`config.mk`:
```
export PLATFORM = sky130hd
export DESIGN_NAME = brf_front
export DESIGN_NICKNAME = d
export VERILOG_FILES = /design/src/hw/rtl/brf_pkg.sv /design/src/hw/rtl/brf_front.sv
export SDC_FILE = /design/constraint.sdc
export NUM_CORES = 1
export LEC_CHECK = 0
export BUFFER_PORTS_ARGS = -buffer_cell sky130_fd_sc_hd__buf_4
export CORE_AREA = 3 3 40 42
export DETAILED_ROUTE_END_ITERATION = 8
export DIE_AREA = 0 0 43 45
export REMOVE_ABC_BUFFERS = 1
export SETUP_SLACK_MARGIN = 0.4
export SYNTH_ARGS = -nofsm -noshare
export SYNTH_HDL_FRONTEND = slang
export SYNTH_SLANG_ARGS = --single-unit
```
`constraint.sdc`:
```
create_clock -name vclk -period 0.8
set_input_delay 0.16 -clock vclk [all_inputs]
set_output_delay 0.16 -clock vclk [all_outputs]
set_load 0.01 [all_outputs]
```
`src/hw/rtl/brf_pkg.sv`:
```
// Package for the circular byte FIFO: word layouts, command kinds, status codes.
// Shared by brf_front, brf_queue, brf_back and byte_ring_fifo_core; no dependencies.
package brf_pkg;

  localparam int DEPTH_DEFAULT   = 1024;
  localparam int MAX_RUN_DEFAULT = 64;

  localparam int LEN_W    = 7;
  localparam int REPORT_W = 10;
  localparam int STATUS_W = 2;

  // The command queue depth must stay a power of two: its pointers wrap naturally.
  localparam int Q_DEPTH = 2;

  localparam logic [LEN_W-1:0] BATCH_SAT = 7'd127;

  localparam logic [1:0] OP_PUSH  = 2'd0;
  localparam logic [1:0] OP_POP   = 2'd1;
  localparam logic [1:0] OP_PEEK  = 2'd2;
  localparam logic [1:0] OP_CLEAR = 2'd3;

  localparam logic [STATUS_W-1:0] ST_OK    = 2'd0;
  localparam logic [STATUS_W-1:0] ST_FULL  = 2'd1;
  localparam logic [STATUS_W-1:0] ST_EMPTY = 2'd2;

  typedef enum logic [1:0] {
    K_PUSH,
    K_POP,
    K_PEEK,
    K_CLEAR
  } kind_t;

  typedef struct packed {
    logic [1:0]       op;
    logic [7:0]       data_byte;
    logic             batch_end;
    logic [LEN_W-1:0] req_len;
  } in_word_t;

  typedef struct packed {
    logic [7:0]          out_byte;
    logic                run_last;
    logic [STATUS_W-1:0] status;
    logic [LEN_W-1:0]    count;
    logic [REPORT_W-1:0] used;
    logic [REPORT_W-1:0] free_space;
  } out_word_t;

  // Decoded command as it travels from the front end to the back end.
  typedef struct packed {
    kind_t            kind;
    logic [7:0]       data_byte;
    logic             batch_end;
    logic [LEN_W-1:0] req_len;
  } cmd_t;

endpackage

```
`src/hw/rtl/brf_front.sv`:
```
// Front end of the circular byte FIFO: accepts command words and classifies them.
// Depends on brf_pkg.
module brf_front #(
  parameter int MAX_RUN = brf_pkg::MAX_RUN_DEFAULT
) (
  input  logic             start,
  input  logic             q_full,
  input  brf_pkg::in_word_t cmd,
  output logic             q_push,
  output brf_pkg::cmd_t    q_cmd
);
  import brf_pkg::*;

  localparam logic [LEN_W-1:0] RUN_MAX = LEN_W'(MAX_RUN);

  assign q_push = start && !q_full;

  always_comb begin
    q_cmd.data_byte = cmd.data_byte;
    q_cmd.batch_end = cmd.batch_end;
    // Requests above the run limit are cut down to the limit.
    q_cmd.req_len = (cmd.req_len > RUN_MAX) ? RUN_MAX : cmd.req_len;
    case (cmd.op)
      OP_PUSH:  q_cmd.kind = K_PUSH;
      OP_POP:   q_cmd.kind = K_POP;
      OP_PEEK:  q_cmd.kind = K_PEEK;
      OP_CLEAR: q_cmd.kind = K_CLEAR;
      default:  q_cmd.kind = K_CLEAR;
    endcase
  end

endmodule

```
==> metrics.md <==
| Metric | Value |
|---|---|
| Drt first pass iters | 1 |
| LEAKAGE | between 0.1 and 0.15 nW |
| Worst Setup SP | cmd[6] |
| Seq pwr share | 0% |
| Met2 routed WL | about 160 µm |
| Initial drt markers | 0 |
| HP Class | input pin to output port |
| Sequential share of the synthesized area | 0% |
| Switching share of power | around 30% |
| Gate power share | between 90% and 100% |
| Final Wtd Congestion | 0.713 |
| Met3 wire length | ~140 µm |
| Worst setup SP type | input pin |
| VDD IR max | between 0.1 and 0.15 mV |
| Row count | 13 |
| Total gr overflow | 0 |
| Die Wd | between 40 and 50 µm |
| Final Hold Viols | 0 |
| Crit-path max FO | 7 |
| Antenna-violating nets left | 0 |
| First-pass GRT wire length | 834 µm |
| Final worst slack | between 0.1 and 0.15 ns |
| Top-level I/O count | 39 |
| Top layer in use | met3 |
| Area Overhead vs Synth | 132% |
| CP Data Arrival Time | slightly above 0.5 ns |
| Top cells by area, synth | buf_4 (55%), nor2b_1 (36%), clkbuf_1 (9.2%) |
| Largest net degree at the start of global routing | 8 |
| Starting Density | under 10% |
| Clock power share | 0% |
| Vias | about 130 |
| Internal | between 0.1 and 0.15 mW |
| Post-synth top area share | a little under three fifths |
| Die ar. | approximately 0.0019 mm² |
| Outcome | completed |
| Number of global-route vias before repair | roughly 160 |
| Most frequent cells in the layout | buf_6 (13), nor2b_4 (4), buf_4 (3) |
| Fin util | between 20% and 30% |
| Most area-hungry cell type in the Yosys netlist | buf_4 |
| Largest stage delay on the critical path | 0.13 ns |
| Port Buffers | 17 |
| Final WL | 547 µm |
| Number of diodes | 0 |
| Max-cap violations | 0 |
| Postcts setup bufs | 0 |
| Wirelength per Cell | between 10 and 15 µm |
| Clock buffers | 0 |
| P per Cell Area | approximately 500 mW/mm² |
| Max transition margin | between 90% and 100% |
| Bufs and invs on worst path | 2 |
| Storage cell area | 0 µm² |
| All-Layer GR Usage | under 10% |
| Period Utilization, post-route | between 80 and 90% |
| Vias/cell | around 3.4 |
| Worst path required time | about 0.64 ns |
| CORE AREA | approximately 0.0013 mm² |
| Slew Limit Fails | 0 |
| CP Class | input pin to output port |
| Total Neg Setup Slack | 0 ns |
| Area occupied by multi-input gates | 76.3 µm² |
| NetSw | 0.0430 mW |
| Cells after Synth | 19 |
| Critical-path cell list | buf_12, nor2b_1, buf_4 |
| Final setup viols | 0 |
| CP Capture Type | output port |
| Worst-Margin Slew | ~0.088 ns |
| Yosys cell types | 3 |
| Max stage delay cell, worst path | buf_4 |
| Post-layout minimum cycle time | approximately 0.67 ns |
| Setup WS pre-CTS | ~0.076 ns |
| Met1 Routed Length | about 250 µm |
| Overall die height | about 45 µm |
| Hold path start | cmd[10] |
| CP delay by family, top | buffers and inverters |
| Seq_cells | 0 |
| Most common cell after layout, fill and taps aside | buf_6 |
| Mapped Area | around 120 µm² |
| # DRC | 0 |
| RSZ-0062 raised after global routing | yes |
| Initial antenna violation count | 0 |
| Mean Syn Cell Area | around 6.5 µm² |
| Total number of yosys warnings | 0 |
| Final #Nets | between 40 and 50 |
| Fill cell count | 150 |
| Fmax | around 1500 MHz |
| Share of cells above drive strength 1 | 91.7% |
[logic make-up (layout without fill, tap and decap cells)]
kind of cell / count (synthesis) / in the layout / synth area share [%]
and+or+nand+nor: 7 / 7 / 35.7
buffers and inverters: 12 / 17 / 64.3
[synthesized netlist by cell type]
cell and number:
buf_4 9, nor2b_1 7, clkbuf_1 3
[per-layer routing]
layer | track usage [%] | vias to the layer above
met5 | 0 | -
li1 | - | 55
met1 | 7.38 | 48
met3 | 7.57 | 0
met4 | 0 | 0
met2 | 5.39 | 30
[area by class of cell]
class	instances	area share, %
multi-input cells	7	26.9
well taps	15	6.61
repair buffers	17	66.5
[what timing repair did]
| item | in CTS | in global routing |
|---|---|---|
| gates resized for setup | 18 | 4 |
| endpoints found under the setup margin | 8 | 8 |
| hold buffers | 0 | 0 |
| pin swaps | 0 | 0 |
| cloned | 0 | 0 |
[worst paths after layout]
path        end  depth (start not counted)
max    q_cmd[3]                          3
min   q_cmd[10]                          0
[power by group through the flow]
stage               logic [mW]  registers, mW  clock network [mW]
finish                   0.143              0                   0
global route             0.152              0                   0
CTS                      0.138              0                   0
detailed placement      0.0965              0                   0
global placement        0.0968              0                   0
floorplan               0.0237              0                   0
[per-stage QoR]
step | instance area [µm²] | hold slack [ns] | power [mW] | cells
after floorplan | 43.8 | 0.320 | 0.0237 | 7
after global placement | 190 | 0.320 | 0.0968 | 39
after detailed placement | 190 | 0.320 | 0.0965 | 39
after CTS | 270 | 0.320 | 0.138 | 39
after global routing | 284 | 0.320 | 0.152 | 39
final | 284 | 0.320 | 0.143 | 39
No activity file was read; power rests on OpenSTA's default activity.
