--- src/hw/rtl/brf_pkg.sv ---
// Package for the circular byte FIFO: word layouts, command kinds, status codes.
// Shared by brf_front, brf_queue, brf_back and byte_ring_fifo_core; no dependencies.
package brf_pkg;

  localparam int DEPTH_DEFAULT   = 1024;
  localparam int MAX_RUN_DEFAULT = 64;

  localparam int LEN_W    = 7;
  localparam int REPORT_W = 10;
  localparam int STATUS_W = 2;

  // The command queue depth must stay a power of two: its pointers wrap naturally.
  localparam int Q_DEPTH = 2;

  localparam logic [LEN_W-1:0] BATCH_SAT = 7'd127;

  localparam logic [1:0] OP_PUSH  = 2'd0;
  localparam logic [1:0] OP_POP   = 2'd1;
  localparam logic [1:0] OP_PEEK  = 2'd2;
  localparam logic [1:0] OP_CLEAR = 2'd3;

  localparam logic [STATUS_W-1:0] ST_OK    = 2'd0;
  localparam logic [STATUS_W-1:0] ST_FULL  = 2'd1;
  localparam logic [STATUS_W-1:0] ST_EMPTY = 2'd2;

  typedef enum logic [1:0] {
    K_PUSH,
    K_POP,
    K_PEEK,
    K_CLEAR
  } kind_t;

  typedef struct packed {
    logic [1:0]       op;
    logic [7:0]       data_byte;
    logic             batch_end;
    logic [LEN_W-1:0] req_len;
  } in_word_t;

  typedef struct packed {
    logic [7:0]          out_byte;
    logic                run_last;
    logic [STATUS_W-1:0] status;
    logic [LEN_W-1:0]    count;
    logic [REPORT_W-1:0] used;
    logic [REPORT_W-1:0] free_space;
  } out_word_t;

  // Decoded command as it travels from the front end to the back end.
  typedef struct packed {
    kind_t            kind;
    logic [7:0]       data_byte;
    logic             batch_end;
    logic [LEN_W-1:0] req_len;
  } cmd_t;

endpackage

--- src/hw/rtl/brf_queue.sv ---
// Short command queue between the front and back ends of the circular byte FIFO.
// Depends on brf_pkg.
module brf_queue (
  input  logic          clk,
  input  logic          rst,
  input  logic          push,
  input  brf_pkg::cmd_t push_cmd,
  input  logic          pop,
  output logic          full,
  output logic          valid,
  output brf_pkg::cmd_t head
);
  import brf_pkg::*;

  localparam int Q_AW = $clog2(Q_DEPTH);

  cmd_t            entries [Q_DEPTH];
  logic [Q_AW-1:0] wr_idx;
  logic [Q_AW-1:0] rd_idx;
  logic [Q_AW:0]   fill;

  assign full  = (fill == (Q_AW + 1)'(Q_DEPTH));
  assign valid = (fill != '0);
  assign head  = entries[rd_idx];

  always_ff @(posedge clk) begin
    if (push) begin
      entries[wr_idx] <= push_cmd;
    end
  end

  always_ff @(posedge clk) begin
    if (rst) begin
      wr_idx <= '0;
      rd_idx <= '0;
      fill   <= '0;
    end else begin
      if (push) begin
        wr_idx <= wr_idx + 1'b1;
      end
      if (pop) begin
        rd_idx <= rd_idx + 1'b1;
      end
      case ({push, pop})
        2'b10:   fill <= fill + 1'b1;
        2'b01:   fill <= fill - 1'b1;
        default: fill <= fill;
      endcase
    end
  end

endmodule

--- config.mk ---
export PLATFORM = sky130hd
export DESIGN_NAME = brf_queue
export DESIGN_NICKNAME = d
export VERILOG_FILES = /design/src/hw/rtl/brf_pkg.sv /design/src/hw/rtl/brf_queue.sv
export SDC_FILE = /design/constraint.sdc
export NUM_CORES = 1
export LEC_CHECK = 0
export ABC_AREA = 1
export BUFFER_PORTS_ARGS = -buffer_cell sky130_fd_sc_hd__buf_2
export CORE_ASPECT_RATIO = 1.75
export CORE_MARGIN = 2
export CORE_UTILIZATION = 53
export CTS_BUF_LIST = sky130_fd_sc_hd__clkbuf_4
export DETAILED_ROUTE_END_ITERATION = 10
export PLACE_DENSITY = 0.87
export SETUP_SLACK_MARGIN = 0.2
export SYNTH_ARGS = -nofsm -noshare
export SYNTH_HDL_FRONTEND = slang
export SYNTH_SLANG_ARGS = --single-unit
--- constraint.sdc ---
create_clock -name clk -period 1.95 [get_ports clk]
set_clock_uncertainty 0.2 [all_clocks]
set_input_delay 0.195 -clock clk [delete_from_list [all_inputs] [get_ports clk]]
set_output_delay 0.195 -clock clk [all_outputs]
set_load 0.02 [all_outputs]
==> flow_summary_export.csv, run 1 <==
group,metric,value,unit
run_status,status,"finished clean",
yosys,yosysWarnings,0,
worst_setup_path,crit_family,"flip-flops",
pwr,power.density,867,nW/µm²
placement,routabilityCongestion,0.649,
yosys,synth_compound_area_frac,0.00634,
clocking,clock_latency,0.33,ns
floorplanning,fp.dieArea,3450,µm²
detailed_routing,drc,0,
global_route,grt_pass1_vias,993,
sta,maxSlewHeadroom,0.841,
worst_setup_path,worstSetupEndpointType,"primary output",
worst_setup_path,crit_cells,3,
sta,setup-violations-final,0,
yosys,synthAdderAreaFrac,0.00793,
detailed_routing,final_antenna_net_count,0,
yosys,synth_nets,112,
final_layout,fillers,160,
floorplanning,boundaryPins,42,
yosys,syn_area_per_cell,17.7,µm²
yosys,muxShareOfSynthArea,0.152,
worst_setup_path,crit_chain,"clkbuf_16 > mux2_4 > buf_2",
worst_setup_path,worstRegToRegCells,3,
global_route,track_usage,0.171,
yosys,synth_area_leaders,"edfxtp_1 69%, mux2_4 9.5%, dfxtp_1 6.3%",
floorplanning,die_w,45.2,µm
clocking,cts_tree,"done",
worst_setup_path,cpMaxStageDelayCell,"dfxtp_4",
final_layout,register_area,1180,µm²
sta,layout_min_cycle_time,1.76,ns
sta,hold_viol_final,0,
yosys,ys_ff_latch,41,
floorplanning,core_area,2900,µm²
floorplanning,start_util,0.545,
worst_setup_path,critPathMaxFanout,9,
hold_path,hold_depth,2,
sta,setup_tns,0,ns
final_layout,final_nets,184,
worst_setup_path,slowest_delay,0.39,ns
final_layout,multi_input_area,342,µm²
final_layout,n_antenna_cell,0,
detailed_routing,routedWlPerCell,14.5,µm
worst_setup_path,worstPathRequired,1.55,ns
worst_setup_path,setup.worst_path.class,"flip-flop to primary output",
global_route,grt_pass1_wl,4.14,mm
worst_setup_path,worstPathArrival,1.36,ns
sta,slew_violations,0,
global_route,antenna_found_initial,0,
clocking,htree_levels,2,
run,drv_cap,0,
yosys,synthXorXnorAreaFrac,0.00555,
hold_path,hp-class,"flip-flop to flip-flop",
detailed_routing,viasPerCell,5.03,
yosys,ys_types,15,
final_layout,drive_gt1_frac,0.444,
floorplanning,die_h,76.2,µm
sta,tightestPinTransition,0.239,ns
detailed_routing,first_pass_iters,4,
yosys,synth_top_family_by_area,"multiplexers",
placement,portBuffers,41,
clocking,cts_root_buffer,"clkbuf_4",
detailed_routing,drt-initial-drc-count,25,
pwr,ir_drop,0.000670,V
placement,dp_hpwl,1.69,mm
detailed_routing,num_vias,955,
yosys,yosys.area_share.simple,0.0428,
clocking,cts_sinks,41,
global_route,grt_max_degree,19,
yosys,netlist_area,1580,µm²
yosys,synth_largest_area_cell,"edfxtp_1",
sta,fin_crit_sh,0.900,
yosys,syn_inst,89,
sta,rsz0062_at_grt,"yes",
floorplanning,core.rowCount,26,
yosys,yosysSeqAreaShare,0.749,
sta,fin_hold_ws,0.337,ns
global_route,grt.overflow.total,0,
sta,fmax,0.570,GHz
final_layout,areaGrowthSynthToFinish,36.9,%
clocking,cts_buffers,5,
clocking,clkTransAtPathRegs,0.11,ns
clocking,cts_buffer_depth,2,
worst_setup_path,startpoint_type,"flip-flop",
pwr,p_leak,0.901,nW
detailed_routing,wirelength,2.76,mm
worst_setup_path,path_buf_inv,2,
yosys,synth_top_area_share,0.685,
-- logic make-up (layout without fill, tap and decap cells) --
family,count (synthesis),in the layout
simple gates,17,17
fa+ha+maj,1,1
buf+inv,9,82
flops,41,41
compound gates,2,2
mux,18,18
xor+xnor,1,1
-- metrics by stage --
stage	instance area [µm²]	setup WS, ns	util	instances	power [mW]
finish	2160	0.195	0.746	190	1.87
global route	2160	0.136	0.746	190	1.96
CTS	2120	0.133	0.733	189	1.87
detailed placement	1820	0.526	0.630	159	1.31
global placement	1820	0.550	0.630	159	1.30
floorplan	1580	0.257	-	89	1.23
-- cell type report --
type,instances,area share
flip-flops and latches,41,0.549
clock buffers,6,0.0209
repair buffers,67,0.228
well taps,28,0.0162
inverters,7,0.0122
multi-input cells,39,0.158
clock inverters,2,0.0156
-- worst register-to-register path: stages (launching register included) --
cell	delay [ns]
dfxtp_1	0.32
xnor2_1	0.22
nor2_1	0.06
dlygate4sd3_1	0.55
-- worst paths after layout --
kind / start / endpoint / slack (ns)
setup reg to reg: rd_idx / flip-flop / 0.49
hold reg to reg: fill[1] / fill[1] / 0.34
setup / recovery: flip-flop / head[14] / 0.19
hold / removal: fill[1] / fill[1] / 0.34
-- flip-flops by register name (all words and copies together) (netlist names), named ones only --
register,count
wr_idx,1
fill,2
entries,36
rd_idx,1
-- timing repair --
action / CTS / global route
setup endpoints to repair: 18 / 18
gates resized for setup: 0 / 5
endpoints found under the hold margin: 41 / 0
cloned: 0 / 1
hold buffers: 22 / 0
setup buffers: 0 / 0
-- layout by cell type, fill, tap and decap left out, types with 4 or more instances in the layout --
cell type,synthesis,routed
buf_2,0,38
buf_4,0,5
clkbuf_4,0,6
dfxtp_1,5,4
dlygate4sd3_1,0,22
edfxtp_1,36,36
inv_1,7,7
mux2_2,8,8
mux2_4,10,10
nand2_1,6,6
nor2_1,9,8
-- synth_stat cells (all sizes together) --
cell type	instances
buf	2
dfxtp	5
nand4	1
ha	1
nand2	6
mux2	18
xnor2	1
inv	7
a21oi	1
o21ai	1
edfxtp	36
nor3	1
nor2	9
-- routing by layer --
layer | wire (µm) | vias to the layer above | part of all wire | GRT usage
li1 | - | 465 | - | -
met1 | 963 | 454 | 0.35 | 0.152
met2 | 1620 | 31 | 0.59 | 0.311
met3 | 120 | 5 | 0.044 | 0.0616
met4 | 53 | 0 | 0.019 | 0.0794
met5 | 0 | - | 0 | 0
-- power breakdown --
part,internal [mW],switching (mW),total [mW]
registers,1.01,0.0197,1.03
logic,0.162,0.154,0.316
clock network,0.281,0.246,0.527
Power figures use the tool's default switching activity.
==> inputs of run 2 (changes only) <==
BUFFER_PORTS_ARGS = default   (was -buffer_cell sky130_fd_sc_hd__buf_2)
CORE_UTILIZATION = 64   (was 53)
DONT_BUFFER_PORTS = 1   (was default)
==> flow_summary_export.csv, run 2 (synthesis gave the netlist of run 1 again) <==
group,metric,value,unit
clocking,clock_latency,0.35,ns
global_route,grt_pass1_vias,920,
clocking,cts_buffer_depth,2,
final_layout,final_cells,147,
final_layout,regMostFlops,"entries",
clocking,cts_buffers,5,
placement,dp.cells,117,
final_layout,final_nets,144,
worst_setup_path,startpoint_type,"flip-flop",
final_layout,n_antenna_cell,0,
placement,dp_hpwl,1.83,mm
hold_path,hp-class,"input pin to flip-flop",
detailed_routing,drc,0,
final_layout,fin_util,0.839,
sta,maxSlewHeadroom,0.753,
worst_setup_path,crit_chain,"buf_4 > mux2_2",
worst_setup_path,r2r_start,"rd_idx",
detailed_routing,final_antenna_net_count,0,
run,drv_cap,0,
sta,tightestPinTransition,0.369,ns
worst_setup_path,worstRegToRegCells,3,
final_layout,largestRegisters,"entries: 36 flops, fill: 2 flops",
sta,fmax,0.582,GHz
clocking,cts_tree,"done",
worst_setup_path,worstPathRequired,1.55,ns
global_route,antenna_found_initial,0,
final_layout,final_common_cell,"edfxtp_1",
sta,rsz0062_at_grt,"yes",
final_layout,layout_common_cells,"36 x edfxtp_1, 22 x dlygate4sd3_1, 12 x mux2_4",
placement,routabilityCongestion,0.660,
sta,slew_violations,0,
pwr,p_leak,0.740,nW
floorplanning,boundaryPins,42,
run_status,status,"finished clean",
sta,setup_tns,0,ns
sta,worst_slack,0.231,ns
worst_setup_path,slowest_delay,0.41,ns
detailed_routing,wirelength,3.04,mm
worst_setup_path,reg2reg_slack,0.39,ns
detailed_routing,num_vias,843,
clocking,clkTransAtPathRegs,0.12,ns
sta,layout_min_cycle_time,1.72,ns
pwr,power,1.84,mW
clocking,cts_sinks,41,
global_route,track_usage,0.234,
final_layout,fin_area,1930,µm²
detailed_routing,routedWlPerCell,20.7,µm
worst_setup_path,worstPathArrival,1.32,ns
pwr,ir_drop,0.000866,V
final_layout,largest_reg_flops,36,
worst_setup_path,cpMaxStageDelayCell,"mux2_2",
floorplanning,core_area,2300,µm²
sta,fin_hold_ws,0.0362,ns
floorplanning,core.rowCount,23,
worst_setup_path,crit_family,"multiplexers",
global_route,grt.overflow.total,0,
floorplanning,start_util,0.685,
clocking,cts_root_buffer,"clkbuf_4",
worst_setup_path,critPathMaxFanout,7,
final_layout,drive_gt1_frac,0.254,
worst_setup_path,r2r-end,"rd_idx",
worst_setup_path,worstSetupEndpointType,"primary output",
placement,place_area,1620,µm²
clocking,post-cts-setup-buffers,0,
sta,setup-violations-final,0,
global_route,grt_max_degree,13,
floorplanning,fp.dieArea,2890,µm²
worst_setup_path,setup.worst_path.class,"flip-flop to primary output",
global_route,grt_pass1_wl,4.69,mm
detailed_routing,first_pass_iters,4,
placement,dp_slack,0.541,ns
hold_path,min_to,"wr_idx",
detailed_routing,drt-initial-drc-count,35,
detailed_routing,viasPerCell,5.73,
pwr,power.density,952,nW/µm²
floorplanning,die_h,69.7,µm
worst_setup_path,path_buf_inv,1,
floorplanning,die_w,41.5,µm
final_layout,areaGrowthSynthToFinish,22.4,%
hold_path,hold_depth,3,
placement,portBuffers,0,
worst_setup_path,crit_cells,2,
hold_path,min_from,"push",
sta,fin_crit_sh,0.881,
clocking,htree_levels,2,
sta,hold_viol_final,0,
## run 2: worst min-delay path: cells and delay by family
family / cells / cell delay (ns)
and+or+nand+nor: 2 / 0.21
buffers and inverters: 1 / 0.15
## run 2: worst max path at each step
stage,end,start
after CTS,head[16],flip-flop
final,head[17],flip-flop
after global placement,entries[1][11],wr_idx
after floorplan,entries[0][0],wr_idx
after detailed placement,entries[1][2],wr_idx
after global routing,head[0],flip-flop
## run 2: layer usage
layer / GRT usage / vias up / share of wire
li1: - / 386 / -
met1: 0.219 / 416 / 0.32
met2: 0.425 / 36 / 0.60
met3: 0.0755 / 5 / 0.049
met4: 0.129 / 0 / 0.027
met5: 0 / - / 0
## run 2: area by class of cell
class                   count  area (µm²)
repair buffers             27         265
multi-input cells          39         347
fillers                   118         372
clock inverters             2        33.8
flip-flops and latches     41        1180
clock buffers               6        45.0
inverters                   7        26.3
well taps                  25        31.3
## run 2: where the power goes
part           leakage [nW]  switching, mW  total (mW)  internal, mW
clock network        0.0433          0.264       0.545         0.281
registers             0.380         0.0203        1.03          1.01
logic                 0.317          0.149       0.264         0.115
total                 0.740          0.434        1.84          1.40
## run 2: repair_timing
action	CTS	global route
endpoints found under the hold margin	41	0
hold buffers	22	0
setup endpoints to repair	2	17
gates resized for setup	1	4
